`config.mk`:
```
export PLATFORM = sky130hd
export DESIGN_NAME = sorted_priority_queue_core_flat
export DESIGN_NICKNAME = d
export VERILOG_FILES = /design/src/rtl/spq_pkg.sv /design/src/rtl/spq_req_if.sv /design/src/rtl/spq_rsp_if.sv /design/src/rtl/sorted_priority_queue_core.sv /design/src/rtl/spq_cell.sv /design/src/flat_wrapper.sv
export SDC_FILE = /design/constraint.sdc
export NUM_CORES = 2
export LEC_CHECK = 0
export BUFFER_PORTS_ARGS = -buffer_cell sky130_fd_sc_hd__clkbuf_2
export CAP_MARGIN = 20
export CORE_ASPECT_RATIO = 0.8
export CORE_MARGIN = 3
export CORE_UTILIZATION = 30
export CTS_CLUSTER_DIAMETER = 60
export DETAILED_ROUTE_END_ITERATION = 7
export GPL_TIMING_DRIVEN = 0
export PLACE_DENSITY_LB_ADDON = 0.05
export SETUP_SLACK_MARGIN = 0.02
export SYNTH_ARGS = -nofsm -noshare
export SYNTH_HDL_FRONTEND = slang
export SYNTH_SLANG_ARGS = --single-unit
```
`constraint.sdc`:
```
create_clock -name clk -period 7.21 [get_ports clk]
set_input_delay 0 -clock clk [delete_from_list [all_inputs] [get_ports clk]]
set_output_delay 0 -clock clk [all_outputs]
set_load 0.02 [all_outputs]
```
`src/rtl/spq_pkg.sv`:
```
// ============================================================================
// spq_pkg: shared types and constants of the sorted priority queue
// Request codes, the per-cell operation and the control bundle that the
// top level hands to every cell of the chain.
// ============================================================================
package spq_pkg;

    // Width of the fixed fields on the request and result channels.
    localparam int REQ_BITS   = 3;
    localparam int KEY_W      = 32;
    localparam int COUNT_W    = 5;

    // Request codes.
    localparam logic [REQ_BITS-1:0] REQ_INSERT   = 3'd0;
    localparam logic [REQ_BITS-1:0] REQ_POP_MAX  = 3'd1;
    localparam logic [REQ_BITS-1:0] REQ_POP_MIN  = 3'd2;
    localparam logic [REQ_BITS-1:0] REQ_CONTAINS = 3'd3;
    localparam logic [REQ_BITS-1:0] REQ_CLEAR    = 3'd4;

    // What each cell does at the next accepted item.
    typedef enum logic [1:0] {
        CELL_HOLD,
        CELL_INSERT,
        CELL_SHIFT
    } cell_op_t;

    // Control bundle for one cell.
    typedef struct packed {
        cell_op_t op;
        logic     occ;
    } cell_ctrl_t;

endpackage

```
`src/rtl/spq_req_if.sv`:
```
// ============================================================================
// spq_req_if: request channel of the sorted priority queue
// Valid/ready channel carrying the request code and the key.
// ============================================================================
interface spq_req_if
    import spq_pkg::*;
();
    logic                       valid;
    logic                       ready;
    logic [REQ_BITS-1:0]        req_type;
    logic signed [KEY_W-1:0]    key_in;

    modport source (output valid, output req_type, output key_in, input ready);
    modport sink   (input valid, input req_type, input key_in, output ready);
endinterface

```
`src/rtl/spq_rsp_if.sv`:
```
// ============================================================================
// spq_rsp_if: result channel of the sorted priority queue
// Valid/ready channel carrying one result item per request.
// ============================================================================
interface spq_rsp_if
    import spq_pkg::*;
();
    logic                       valid;
    logic                       ready;
    logic                       ok;
    logic signed [KEY_W-1:0]    popped_key;
    logic                       found;
    logic [COUNT_W-1:0]         entry_count;
    logic signed [KEY_W-1:0]    front_key;
    logic signed [KEY_W-1:0]    tail_key;

    modport source (output valid, output ok, output popped_key, output found,
                    output entry_count, output front_key, output tail_key,
                    input ready);
    modport sink   (input valid, input ok, input popped_key, input found,
                    input entry_count, input front_key, input tail_key,
                    output ready);
endinterface

```
`src/rtl/sorted_priority_queue_core.sv`:
```
// ============================================================================
// sorted_priority_queue_core: bounded priority queue of sorted signed keys
// A chain of key cells kept in descending order; inserts, front pops and
// membership tests act on all cells in parallel.
// ============================================================================
// A result item appears in the cycle after its request is accepted.
// Throughput: one item per cycle while results are taken; each insert or
// front pop is a single parallel compare-and-shift across the cell chain.
// Reset clears the entry count and the result valid flag; key cells are
// not reset and hold no meaning until written.
module sorted_priority_queue_core
    import spq_pkg::*;
#(
    parameter int QUEUE_DEPTH = 16,
    parameter int KEY_BITS    = 32
)(
    input  logic        clk,
    input  logic        rst_n,
    spq_req_if.sink     req,
    spq_rsp_if.source   rsp
);

    localparam int CW = $clog2(QUEUE_DEPTH + 1);
    localparam int IW = $clog2(QUEUE_DEPTH);

    logic [CW-1:0]               count_reg;
    logic [CW-1:0]               count_next;
    logic                        valid_reg;
    logic                        ok_reg;
    logic                        ok_next;
    logic signed [KEY_W-1:0]     popped_reg;
    logic signed [KEY_W-1:0]     popped_next;
    logic                        found_reg;
    logic                        found_next;
    logic                        accept;
    logic                        full;
    logic                        empty;
    cell_op_t                    op;
    logic signed [KEY_BITS-1:0]  key_ext;
    logic signed [KEY_BITS-1:0]  cell_key  [QUEUE_DEPTH];
    logic [QUEUE_DEPTH-1:0]      cell_keep;
    logic [QUEUE_DEPTH-1:0]      cell_hit;
    logic [QUEUE_DEPTH-1:0]      ordered;
    logic [IW-1:0]               tail_idx;

    assign accept  = req.valid && req.ready;
    assign req.ready = !valid_reg || rsp.ready;
    assign full    = (count_reg == CW'(QUEUE_DEPTH));
    assign empty   = (count_reg == '0);
    assign key_ext = KEY_BITS'(req.key_in);
    assign tail_idx = IW'(count_reg - CW'(1));

    // Decode the request into the cell operation, next count and result.
    always_comb
    begin
        op          = CELL_HOLD;
        count_next  = count_reg;
        ok_next     = 1'b0;
        popped_next = '0;
        found_next  = 1'b0;
        case (req.req_type)
            REQ_INSERT:
            begin
                if (!full)
                begin
                    op         = CELL_INSERT;
                    count_next = count_reg + CW'(1);
                    ok_next    = 1'b1;
                end
            end
            REQ_POP_MAX:
            begin
                if (!empty)
                begin
                    op          = CELL_SHIFT;
                    count_next  = count_reg - CW'(1);
                    ok_next     = 1'b1;
                    popped_next = KEY_W'(cell_key[0]);
                end
            end
            REQ_POP_MIN:
            begin
                if (!empty)
                begin
                    count_next  = count_reg - CW'(1);
                    ok_next     = 1'b1;
                    popped_next = KEY_W'(cell_key[tail_idx]);
                end
            end
            REQ_CONTAINS:
            begin
                ok_next    = 1'b1;
                found_next = |cell_hit;
            end
            REQ_CLEAR:
            begin
                count_next = '0;
                ok_next    = 1'b1;
            end
            default:
            begin
                op = CELL_HOLD;
            end
        endcase
    end

    // The chain of cells; the first cell sees the new key as its left key.
    for (genvar i = 0; i < QUEUE_DEPTH; i++)
    begin : g_cell
        cell_ctrl_t                 ctrl;
        logic signed [KEY_BITS-1:0] left_key;
        logic signed [KEY_BITS-1:0] right_key;
        logic                       left_keep;

        assign ctrl.op  = accept ? op : CELL_HOLD;
        assign ctrl.occ = (CW'(i) < count_reg);

        if (i == 0)
        begin : g_first
            assign left_key  = key_ext;
            assign left_keep = 1'b0;
        end
        else
        begin : g_inner
            assign left_key  = cell_key[i-1];
            assign left_keep = cell_keep[i-1];
        end

        if (i == QUEUE_DEPTH - 1)
        begin : g_last
            assign right_key = cell_key[i];
        end
        else
        begin : g_body
            assign right_key = cell_key[i+1];
        end

        spq_cell #(
            .KEY_BITS (KEY_BITS)
        ) u_cell (
            .clk       (clk),
            .ctrl      (ctrl),
            .key_in    (key_ext),
            .left_key  (left_key),
            .left_keep (left_keep),
            .right_key (right_key),
            .key       (cell_key[i]),
            .keep      (cell_keep[i]),
            .hit       (cell_hit[i])
        );

        // Occupied neighbors stay in descending order.
        if (i == 0)
        begin : g_ord_first
            assign ordered[i] = 1'b1;
        end
        else
        begin : g_ord
            assign ordered[i] = !(CW'(i) < count_reg) || (cell_key[i-1] >= cell_key[i]);
        end
    end

    // Count and result valid.
    always_ff @(posedge clk or negedge rst_n)
    begin
        if (!rst_n)
        begin
            count_reg <= '0;
            valid_reg <= 1'b0;
        end
        else
        begin
            if (accept)
            begin
                count_reg <= count_next;
                valid_reg <= 1'b1;
            end
            else if (rsp.ready)
            begin
                valid_reg <= 1'b0;
            end
        end
    end

    // Result payload.
    always_ff @(posedge clk)
    begin
        if (accept)
        begin
            ok_reg     <= ok_next;
            popped_reg <= popped_next;
            found_reg  <= found_next;
        end
    end

    // Count, front and tail follow the queue state, which holds while a
    // result waits.
    assign rsp.valid       = valid_reg;
    assign rsp.ok          = ok_reg;
    assign rsp.popped_key  = popped_reg;
    assign rsp.found       = found_reg;
    assign rsp.entry_count = COUNT_W'(count_reg);
    assign rsp.front_key   = empty ? '0 : KEY_W'(cell_key[0]);
    assign rsp.tail_key    = empty ? '0 : KEY_W'(cell_key[tail_idx]);

    // The count never passes the depth.
    a_count_bound: assert property (@(posedge clk) disable iff (!rst_n)
        count_reg <= CW'(QUEUE_DEPTH))
        else $error("entry count exceeds queue depth");

    // A waiting result blocks new requests.
    a_stall: assert property (@(posedge clk) disable iff (!rst_n)
        (valid_reg && !rsp.ready) |-> !req.ready)
        else $error("request accepted while result stalled");

    // A clear empties the queue.
    a_clear: assert property (@(posedge clk) disable iff (!rst_n)
        (accept && req.req_type == REQ_CLEAR) |=> (count_reg == '0))
        else $error("clear left entries behind");

    // An insert into a full queue leaves the count alone.
    a_full: assert property (@(posedge clk) disable iff (!rst_n)
        (accept && req.req_type == REQ_INSERT && full) |=> $stable(count_reg))
        else $error("insert into full queue changed count");

    // Stored keys stay sorted.
    a_sorted: assert property (@(posedge clk) disable iff (!rst_n)
        &ordered)
        else $error("queue lost descending order");

endmodule

```
`src/rtl/spq_cell.sv`:
```
// ============================================================================
// spq_cell: one entry of the shift-register priority queue
// Holds one key, compares it with the incoming key and either keeps it,
// takes the new key, takes its left neighbor's key or its right neighbor's.
// ============================================================================
module spq_cell
    import spq_pkg::*;
#(
    parameter int KEY_BITS = 32
)(
    input  logic                       clk,
    input  cell_ctrl_t                 ctrl,
    input  logic signed [KEY_BITS-1:0] key_in,
    input  logic signed [KEY_BITS-1:0] left_key,
    input  logic                       left_keep,
    input  logic signed [KEY_BITS-1:0] right_key,
    output logic signed [KEY_BITS-1:0] key,
    output logic                       keep,
    output logic                       hit
);

    logic signed [KEY_BITS-1:0] key_reg;
    logic signed [KEY_BITS-1:0] key_next;

    // An occupied entry that is not below the new key stays in place.
    assign keep = ctrl.occ && (key_reg >= key_in);
    assign hit  = ctrl.occ && (key_reg == key_in);
    assign key  = key_reg;

    // Cells ahead of the insert point keep, the insert point takes the new
    // key, and cells behind it take their left neighbor's key.
    always_comb
    begin
        case (ctrl.op)
            CELL_INSERT:
            begin
                if (keep)
                    key_next = key_reg;
                else if (left_keep)
                    key_next = key_in;
                else
                    key_next = left_key;
            end
            CELL_SHIFT: key_next = right_key;
            default:    key_next = key_reg;
        endcase
    end

    always_ff @(posedge clk)
    begin
        key_reg <= key_next;
    end

endmodule

```
`src/flat_wrapper.sv`:
```
// flat-port wrapper written by rule: the top's interface ports become plain ports
module sorted_priority_queue_core_flat import spq_pkg::*;
#(
    parameter int QUEUE_DEPTH = 16,
    parameter int KEY_BITS    = 32
)
  (clk, rst_n, req_valid, req_req_type, req_key_in, req_ready, rsp_valid, rsp_ok, rsp_popped_key, rsp_found, rsp_entry_count, rsp_front_key, rsp_tail_key, rsp_ready);
  spq_req_if req_i ();
  spq_rsp_if rsp_i ();
  input  logic clk;
  input  logic rst_n;
  input wire logic [$bits(req_i.valid)-1:0] req_valid;
  input wire logic [$bits(req_i.req_type)-1:0] req_req_type;
  input wire logic [$bits(req_i.key_in)-1:0] req_key_in;
  output wire logic [$bits(req_i.ready)-1:0] req_ready;
  output wire logic [$bits(rsp_i.valid)-1:0] rsp_valid;
  output wire logic [$bits(rsp_i.ok)-1:0] rsp_ok;
  output wire logic [$bits(rsp_i.popped_key)-1:0] rsp_popped_key;
  output wire logic [$bits(rsp_i.found)-1:0] rsp_found;
  output wire logic [$bits(rsp_i.entry_count)-1:0] rsp_entry_count;
  output wire logic [$bits(rsp_i.front_key)-1:0] rsp_front_key;
  output wire logic [$bits(rsp_i.tail_key)-1:0] rsp_tail_key;
  input wire logic [$bits(rsp_i.ready)-1:0] rsp_ready;
  assign req_i.valid = req_valid;
  assign req_i.req_type = req_req_type;
  assign req_i.key_in = req_key_in;
  assign req_ready = req_i.ready;
  assign rsp_valid = rsp_i.valid;
  assign rsp_ok = rsp_i.ok;
  assign rsp_popped_key = rsp_i.popped_key;
  assign rsp_found = rsp_i.found;
  assign rsp_entry_count = rsp_i.entry_count;
  assign rsp_front_key = rsp_i.front_key;
  assign rsp_tail_key = rsp_i.tail_key;
  assign rsp_i.ready = rsp_ready;
  sorted_priority_queue_core #(.QUEUE_DEPTH(QUEUE_DEPTH), .KEY_BITS(KEY_BITS)) u_core (.clk(clk), .rst_n(rst_n), .req(req_i), .rsp(rsp_i));
endmodule
```
# Yosys cells after proc, flatten, opt, wreduce, memory -nomap -nowiden
# Cells that the tools add are included.
dict set report totals {
  register_bits 552
  in_bits 39
  word_cells 221
}
dict set report op_classes {
  addsub 2
  order_cmp 33
  n_eq_ne 40
  mux 63
  n_bitwise 2
  reduce_logical 60
}
# cell n
set ops {}
lappend ops {{32-bit two-way mux} 34}
lappend ops {{32-bit one-hot mux with 2 select lines} 16}
lappend ops {{32-bit equality test} 16}
lappend ops {{32-bit greater-or-equal comparator} 16}
lappend ops {{32-bit binary-select mux with 4-bit select} 1}
lappend ops {{4-bit by 5-bit less-than comparator with 1-bit output (first input constant)} 8}
lappend ops {{2-bit != test (second input constant)} 17}
lappend ops {{1-bit logical AND} 33}
lappend ops {{2-bit AND reduction} 16}
lappend ops {{3-bit by 5-bit less-than comparator with 1-bit output (first input constant)} 4}
lappend ops {{16-bit OR reduction} 1}
lappend ops {{5-bit one-hot mux with 3 select lines} 1}
lappend ops {{1-bit by 5-bit less-than comparator with 1-bit output (first input constant)} 2}
lappend ops {{2-bit by 5-bit less-than comparator with 1-bit output (first input constant)} 2}
lappend ops {{5-bit two-way mux} 2}
lappend ops {{3-bit by 2-bit equality test with 1-bit output (second input constant)} 2}
lappend ops {{5-bit by 1-bit adder with 5-bit output (second input constant)} 1}
lappend ops {{5-bit equality test (second input constant)} 1}
lappend ops {{5-bit greater-or-equal comparator (second input constant)} 1}
lappend ops {{5-bit zero test} 1}
lappend ops {{1-bit two-way mux} 5}
lappend ops {{4-bit inverter with 5-bit output} 1}
lappend ops {{5-bit by 1-bit subtractor with 5-bit output (second input constant)} 1}
lappend ops {{2-bit two-way mux} 2}
lappend ops {{other kinds (14)} 16}

# Longest topological paths before layout
dict set report depth {
  depth_word 7
  ltp_mapped 17
}

# Hierarchy
# A second synthesis with hierarchy kept.
dict set report hier_totals {
  cells_unflattened 4810
  area_unflattened_um2 46567.2
}
# module instances cells_each area_each_um2 seq_area_each_um2
set by_module_without_submodules {}
lappend by_module_without_submodules {{spq_cell at u_core.g_cell[0].u_cell ...} 12 260 2464.9 960.9}
lappend by_module_without_submodules {{spq_cell at u_core.g_cell[6].u_cell ...} 4 264 2532.4 960.9}
lappend by_module_without_submodules {sorted_priority_queue_core 1 634 6859.1 1171.1}

# Worst setup path before layout
# OpenSTA, ideal clock, no wires.
dict set report synth_path {
  path_type {flip-flop to flip-flop}
  from {register u_core.count_reg[0] (netlist: u_core.rsp.entry_count[0])}
  to {register u_core.g_cell[15].u_cell.key_reg[0] (enable)}
  arrival_time_ns 5.439
  t_required_ns 6.697
  setup_slack_ns 1.258
  stages_incl_launch_ff 10
  period_less_slack_ns 5.952
  path_cell_list {dfrtp_1 -> buf_2 -> buf_2 -> buf_2 -> inv_1 -> ha_1 -> clkbuf_1 -> nand3_1 -> nand2_1 -> nor4b_1}
}
dict set report synth_between {
  elab_chain_cells 6
  elab_cells_between_ends 11
}
# element line_no
set synth_lines {}
lappend synth_lines {{from (decl)} sorted_priority_queue_core.sv:26} ;# logic [CW-1:0] count_reg;
lappend synth_lines {{from (signal assigned)} sorted_priority_queue_core.sv:175} ;# count_reg <= count_next;
lappend synth_lines {{5-bit equality test or 5-bit zero test (tied branches)} {sorted_priority_queue_core.sv:48, sorted_priority_queue_core.sv:49}}
lappend synth_lines {{1-bit two-way mux or 2-bit two-way mux (tied branches)} {sorted_priority_queue_core.sv:64, sorted_priority_queue_core.sv:73}}
lappend synth_lines {{2-bit one-hot mux with 2 select lines} sorted_priority_queue_core.sv:61} ;# case (req.req_type)
lappend synth_lines {{2-bit two-way mux} sorted_priority_queue_core.sv:115} ;# assign ctrl.op = accept ? op : CELL_HOLD;
lappend synth_lines {{2-bit by 1-bit equality test with 1-bit output} spq_cell.sv:34} ;# case (ctrl.op)
lappend synth_lines {{2-bit AND reduction (no line) *} n/a}
lappend synth_lines {{to (signal assigned)} spq_cell.sv:51} ;# key_reg <= key_next;
lappend synth_lines {{to (decl)} spq_cell.sv:22} ;# logic signed [KEY_BITS-1:0] key_reg;
# Mark *: on every way between the ends. The rest lies on a longest branch, timed or not.
# A chain may end at the register's enable or synchronous reset.

# Worst setup path in the final report
dict set report layout_path {
  from {register u_core.count_reg[0] (netlist: u_core.rsp.entry_count[0])}
  to {output port rsp_tail_key[31]}
}
dict set report layout_between {
  elab_chain_cells 6
  elab_cells_between_ends 7
}
# element line_no
set layout_lines {}
lappend layout_lines {{5-bit by 1-bit subtractor with 5-bit output} sorted_priority_queue_core.sv:51} ;# assign tail_idx = IW'(count_reg - CW'(1));
lappend layout_lines {{4-bit inverter with 5-bit output (implied by the code)} sorted_priority_queue_core.sv:204} ;# assign rsp.tail_key = empty ? '0 : KEY_W'(cell_key[tail_idx]);
lappend layout_lines {{32-bit binary-select mux with 4-bit select} sorted_priority_queue_core.sv:204}
lappend layout_lines {{32-bit two-way mux (implied by the code) (2 in series)} sorted_priority_queue_core.sv:204}
lappend layout_lines {{32-bit two-way mux *} sorted_priority_queue_core.sv:204}
lappend layout_lines {{to (decl)} flat_wrapper.sv:22} ;# output wire logic [$bits(rsp_i.tail_key)-1:0] rsp_tail_key;
# Mark *: on every way between the ends. The rest lies on a longest branch, timed or not. The select of a mux whose other input is x is not followed.

==> qor.txt <==
root buffer cell -> clkbuf_16
CP max FO -> 10
Mapped Area -> 44400 um^2
Post-Syn Nets -> 4888
row cnt -> 125
worst rel slew slack -> 0.195
post-route minimum period -> 7110 ps
Max Used Layer -> met4
Area after DPL -> 48200 um^2
Yosys top cell by area -> edfxtp_1
CTS tree -> done
Slew Viols, Final -> 0
met2 wire len -> 89800 um
r2r setup slk -> 450 ps
Syn Inst Count -> 4334
worst reg2reg path startpoint -> u_core.rsp.entry_count[0]
EDFF count, synth -> 546
total congestion overflow -> 0
Worst-path clk slew -> 50 ps
clk_lat worst skew -> 720 ps
die area -> 153000 um^2
cell repeated most along the worst path -> buf_2
#FFs+latches synth -> 552
post-place setup slack -> 640 ps
vias in the first global route -> 38400
Post-CTS Setup Inserts -> 0
core area -> 146000 um^2
top-count cell post-synth -> nand2_1
Worst setup EP type -> output pin
main flop type after synthesis -> edfxtp_1
drt drc -> 0
detailed-route via count -> 40100
Syn-to-layout area delta -> 16.1%
clock sinks -> 552
ANT nets after route -> 0
first-pass GRT wire length -> 304000 um
WP data required -> 7210 ps
Hold Path Class -> in2reg
critical path class -> reg2out
WL met1 -> 105000 um
Critical Path Start Type -> register
H-tree depth -> 3
DP HPWL -> 187000 um
FILL cells -> 15000
Starting DRT DRC Count -> 4765
layout cells sized above 1 -> 0.139
Hold Path Origin -> rsp_ready
ys async rst share -> 0.0109
hold worst-path end -> u_core.rsp.valid
Final setup viols -> 0
GP Congestion -> 0.958
sequential element share of the synthesized area -> 0.372
detailed-routed wire length on met3 -> 22900 um
vias per cell -> 6.01
Pre-antenna DRT Iters -> 6
Min Hold Slack -> 151 ps
Yosys cell types -> 79
Commonest cells post-synth -> nand2_1, edfxtp_1, ha_1, nor2_1, a21oi_1
crit path max-delay cell type -> a211oi_1
Die Ht -> 350 um
I/O Buffers -> 143
Crit path largest cell delay -> 750 ps
maximum vdd drop -> 0.000246 V
Num CTS Buffers -> 88
Initial Util -> 0.304
outcome -> complete, no violations
initial antenna violation count -> 18
fin nets -> 5191
Fmax achieved -> 0.141 GHz
largest net degree at the start of global routing -> 33
Yosys Warn Count -> 0
setup slack after layout -> 103 ps
max_cap viols -> 0
Pwr per Cell Area -> 372 nW/um^2
Synth top area share -> 0.369
setup TNS -> 0 ps
reg-to-reg endpoint -> u_core.g_cell[2].u_cell.key[5]
main area contributors after synthesis -> edfxtp_1, ha_1, mux4_2, nand2_1, a221o_1
worst hold path depth -> 4
final period utilization -> 0.986
RSZ-0062 raised after global routing -> no
FF-to-FF path depth -> 16
cell area after layout -> 51600 um^2
Leak -> 20.3 nW
Total Routed Length -> 223000 um
Tot GR Track Use -> 0.283
start point of the critical path -> u_core.rsp.entry_count[0]
I/O pin count -> 144
Hold Vio Cnt, Final -> 0
max reg flops -> 512
clk buf depth -> 3
wire per inst -> 33.4 um
Max Clock Skew -> 29.3 ps
die width -> 436 um
critical path arrival -> 7110 ps
worst slew pin tran -> 1210 ps
syn_area_per_cell -> 10.3 um^2
cells along the critical path -> buf_2, buf_2, buf_2, inv_1, ha_1, buf_2, clkbuf_2, clkbuf_1, buf_8, mux4_2, mux2i_1, a211oi_1, clkbuf_2
==> routing by layer <==
layer	global-route usage	up-vias
li1	-	17800
met1	0.425	20200
met2	0.402	1858
met3	0.0731	218
met4	0.0624	0
met5	0	-
==> worst max path at each step <==
stage / endpoint / cells after the start
after floorplan: u_core.g_cell[15].u_cell.key[0] / 9
after global placement: u_core.g_cell[15].u_cell.key[6] / 5
after detailed placement: u_core.g_cell[2].u_cell.key[4] / 16
after CTS: rsp_tail_key[31] / 13
after global routing: rsp_tail_key[31] / 13
final: rsp_tail_key[31] / 13
==> through the flow <==
stage | util | power (mW) | cells
floorplan | - | 10.4 | 4334
global placement | 0.326 | 14.4 | 6445
detailed placement | 0.330 | 14.6 | 6473
CTS | 0.353 | 19.0 | 6669
global route | 0.353 | 19.9 | 6672
finish | 0.353 | 19.2 | 6678
==> where the power goes <==
part           total (mW)  switching, mW  internal (mW)
Clock                4.46           1.82           2.64
Combinational        10.3           6.76           3.49
Sequential           4.49          0.337           4.15
Total                19.2           8.92           10.3
==> cell type report <==
class | count | area, um^2 | area share
well taps | 1968 | 2460 | 0.0477
inverters | 74 | 278 | 0.00538
diodes | 6 | 15.0 | 0.000291
clock buffers | 102 | 2250 | 0.0437
multi-input cells | 3393 | 26300 | 0.510
flip-flops and latches | 552 | 16500 | 0.321
clock inverters | 55 | 634 | 0.0123
plain buffers | 315 | 1440 | 0.0279
repair buffers | 213 | 1630 | 0.0317
==> critical path: cells and delay by family, from the launching register on <==
kind	cells	cell delay, ps
buffers and inverters	9	3880
AOI/OAI and AO/OA	1	750
adders and majority gates	1	630
muxes	2	630
DFF	1	430
==> repair_timing <==
| action | 4_1_cts | 5_1_grt |
|---|---|---|
| resized for setup | 0 | 0 |
| hold buffers | 39 | 0 |
| endpoints found under the hold margin | 108 | 0 |
==> kinds of logic after synthesis <==
group | after synthesis | share of synthesized area
xor gates and xnor gates | 4 | 0.000788
buffers and inverters | 389 | 0.0385
AOI/OAI and AO/OA | 1203 | 0.200
muxes | 288 | 0.102
DFF | 552 | 0.372
and+or+nand+nor | 1383 | 0.141
adders and majority gates | 515 | 0.145
==> cell usage in the layout, fill, tap and decap left out, types with 17 or more instances in the layout <==
master	netlist	routed
clkbuf_1	168	179
nand2_1	603	600
and2_1	41	41
a41oi_1	98	98
edfxtp_1	546	546
inv_1	74	73
o21ai_0	108	97
ha_1	515	515
a22oi_1	38	38
nand3_1	56	56
buf_1	28	28
a22o_1	35	35
nor2_1	298	298
mux2_2	32	32
o211ai_1	143	143
clkbuf_2	0	146
clkbuf_16	0	88
a21oi_1	271	271
a221o_1	225	225
buf_2	102	103
nand4_1	120	120
mux2i_1	128	128
a21o_1	120	120
mux4_2	128	128
nor2_2	31	31
nor2b_1	60	60
nor3_1	93	93
nor4_1	18	17
dlygate4sd3_1	0	39
a211oi_1	75	75
(Power assumes the default switching activity.)
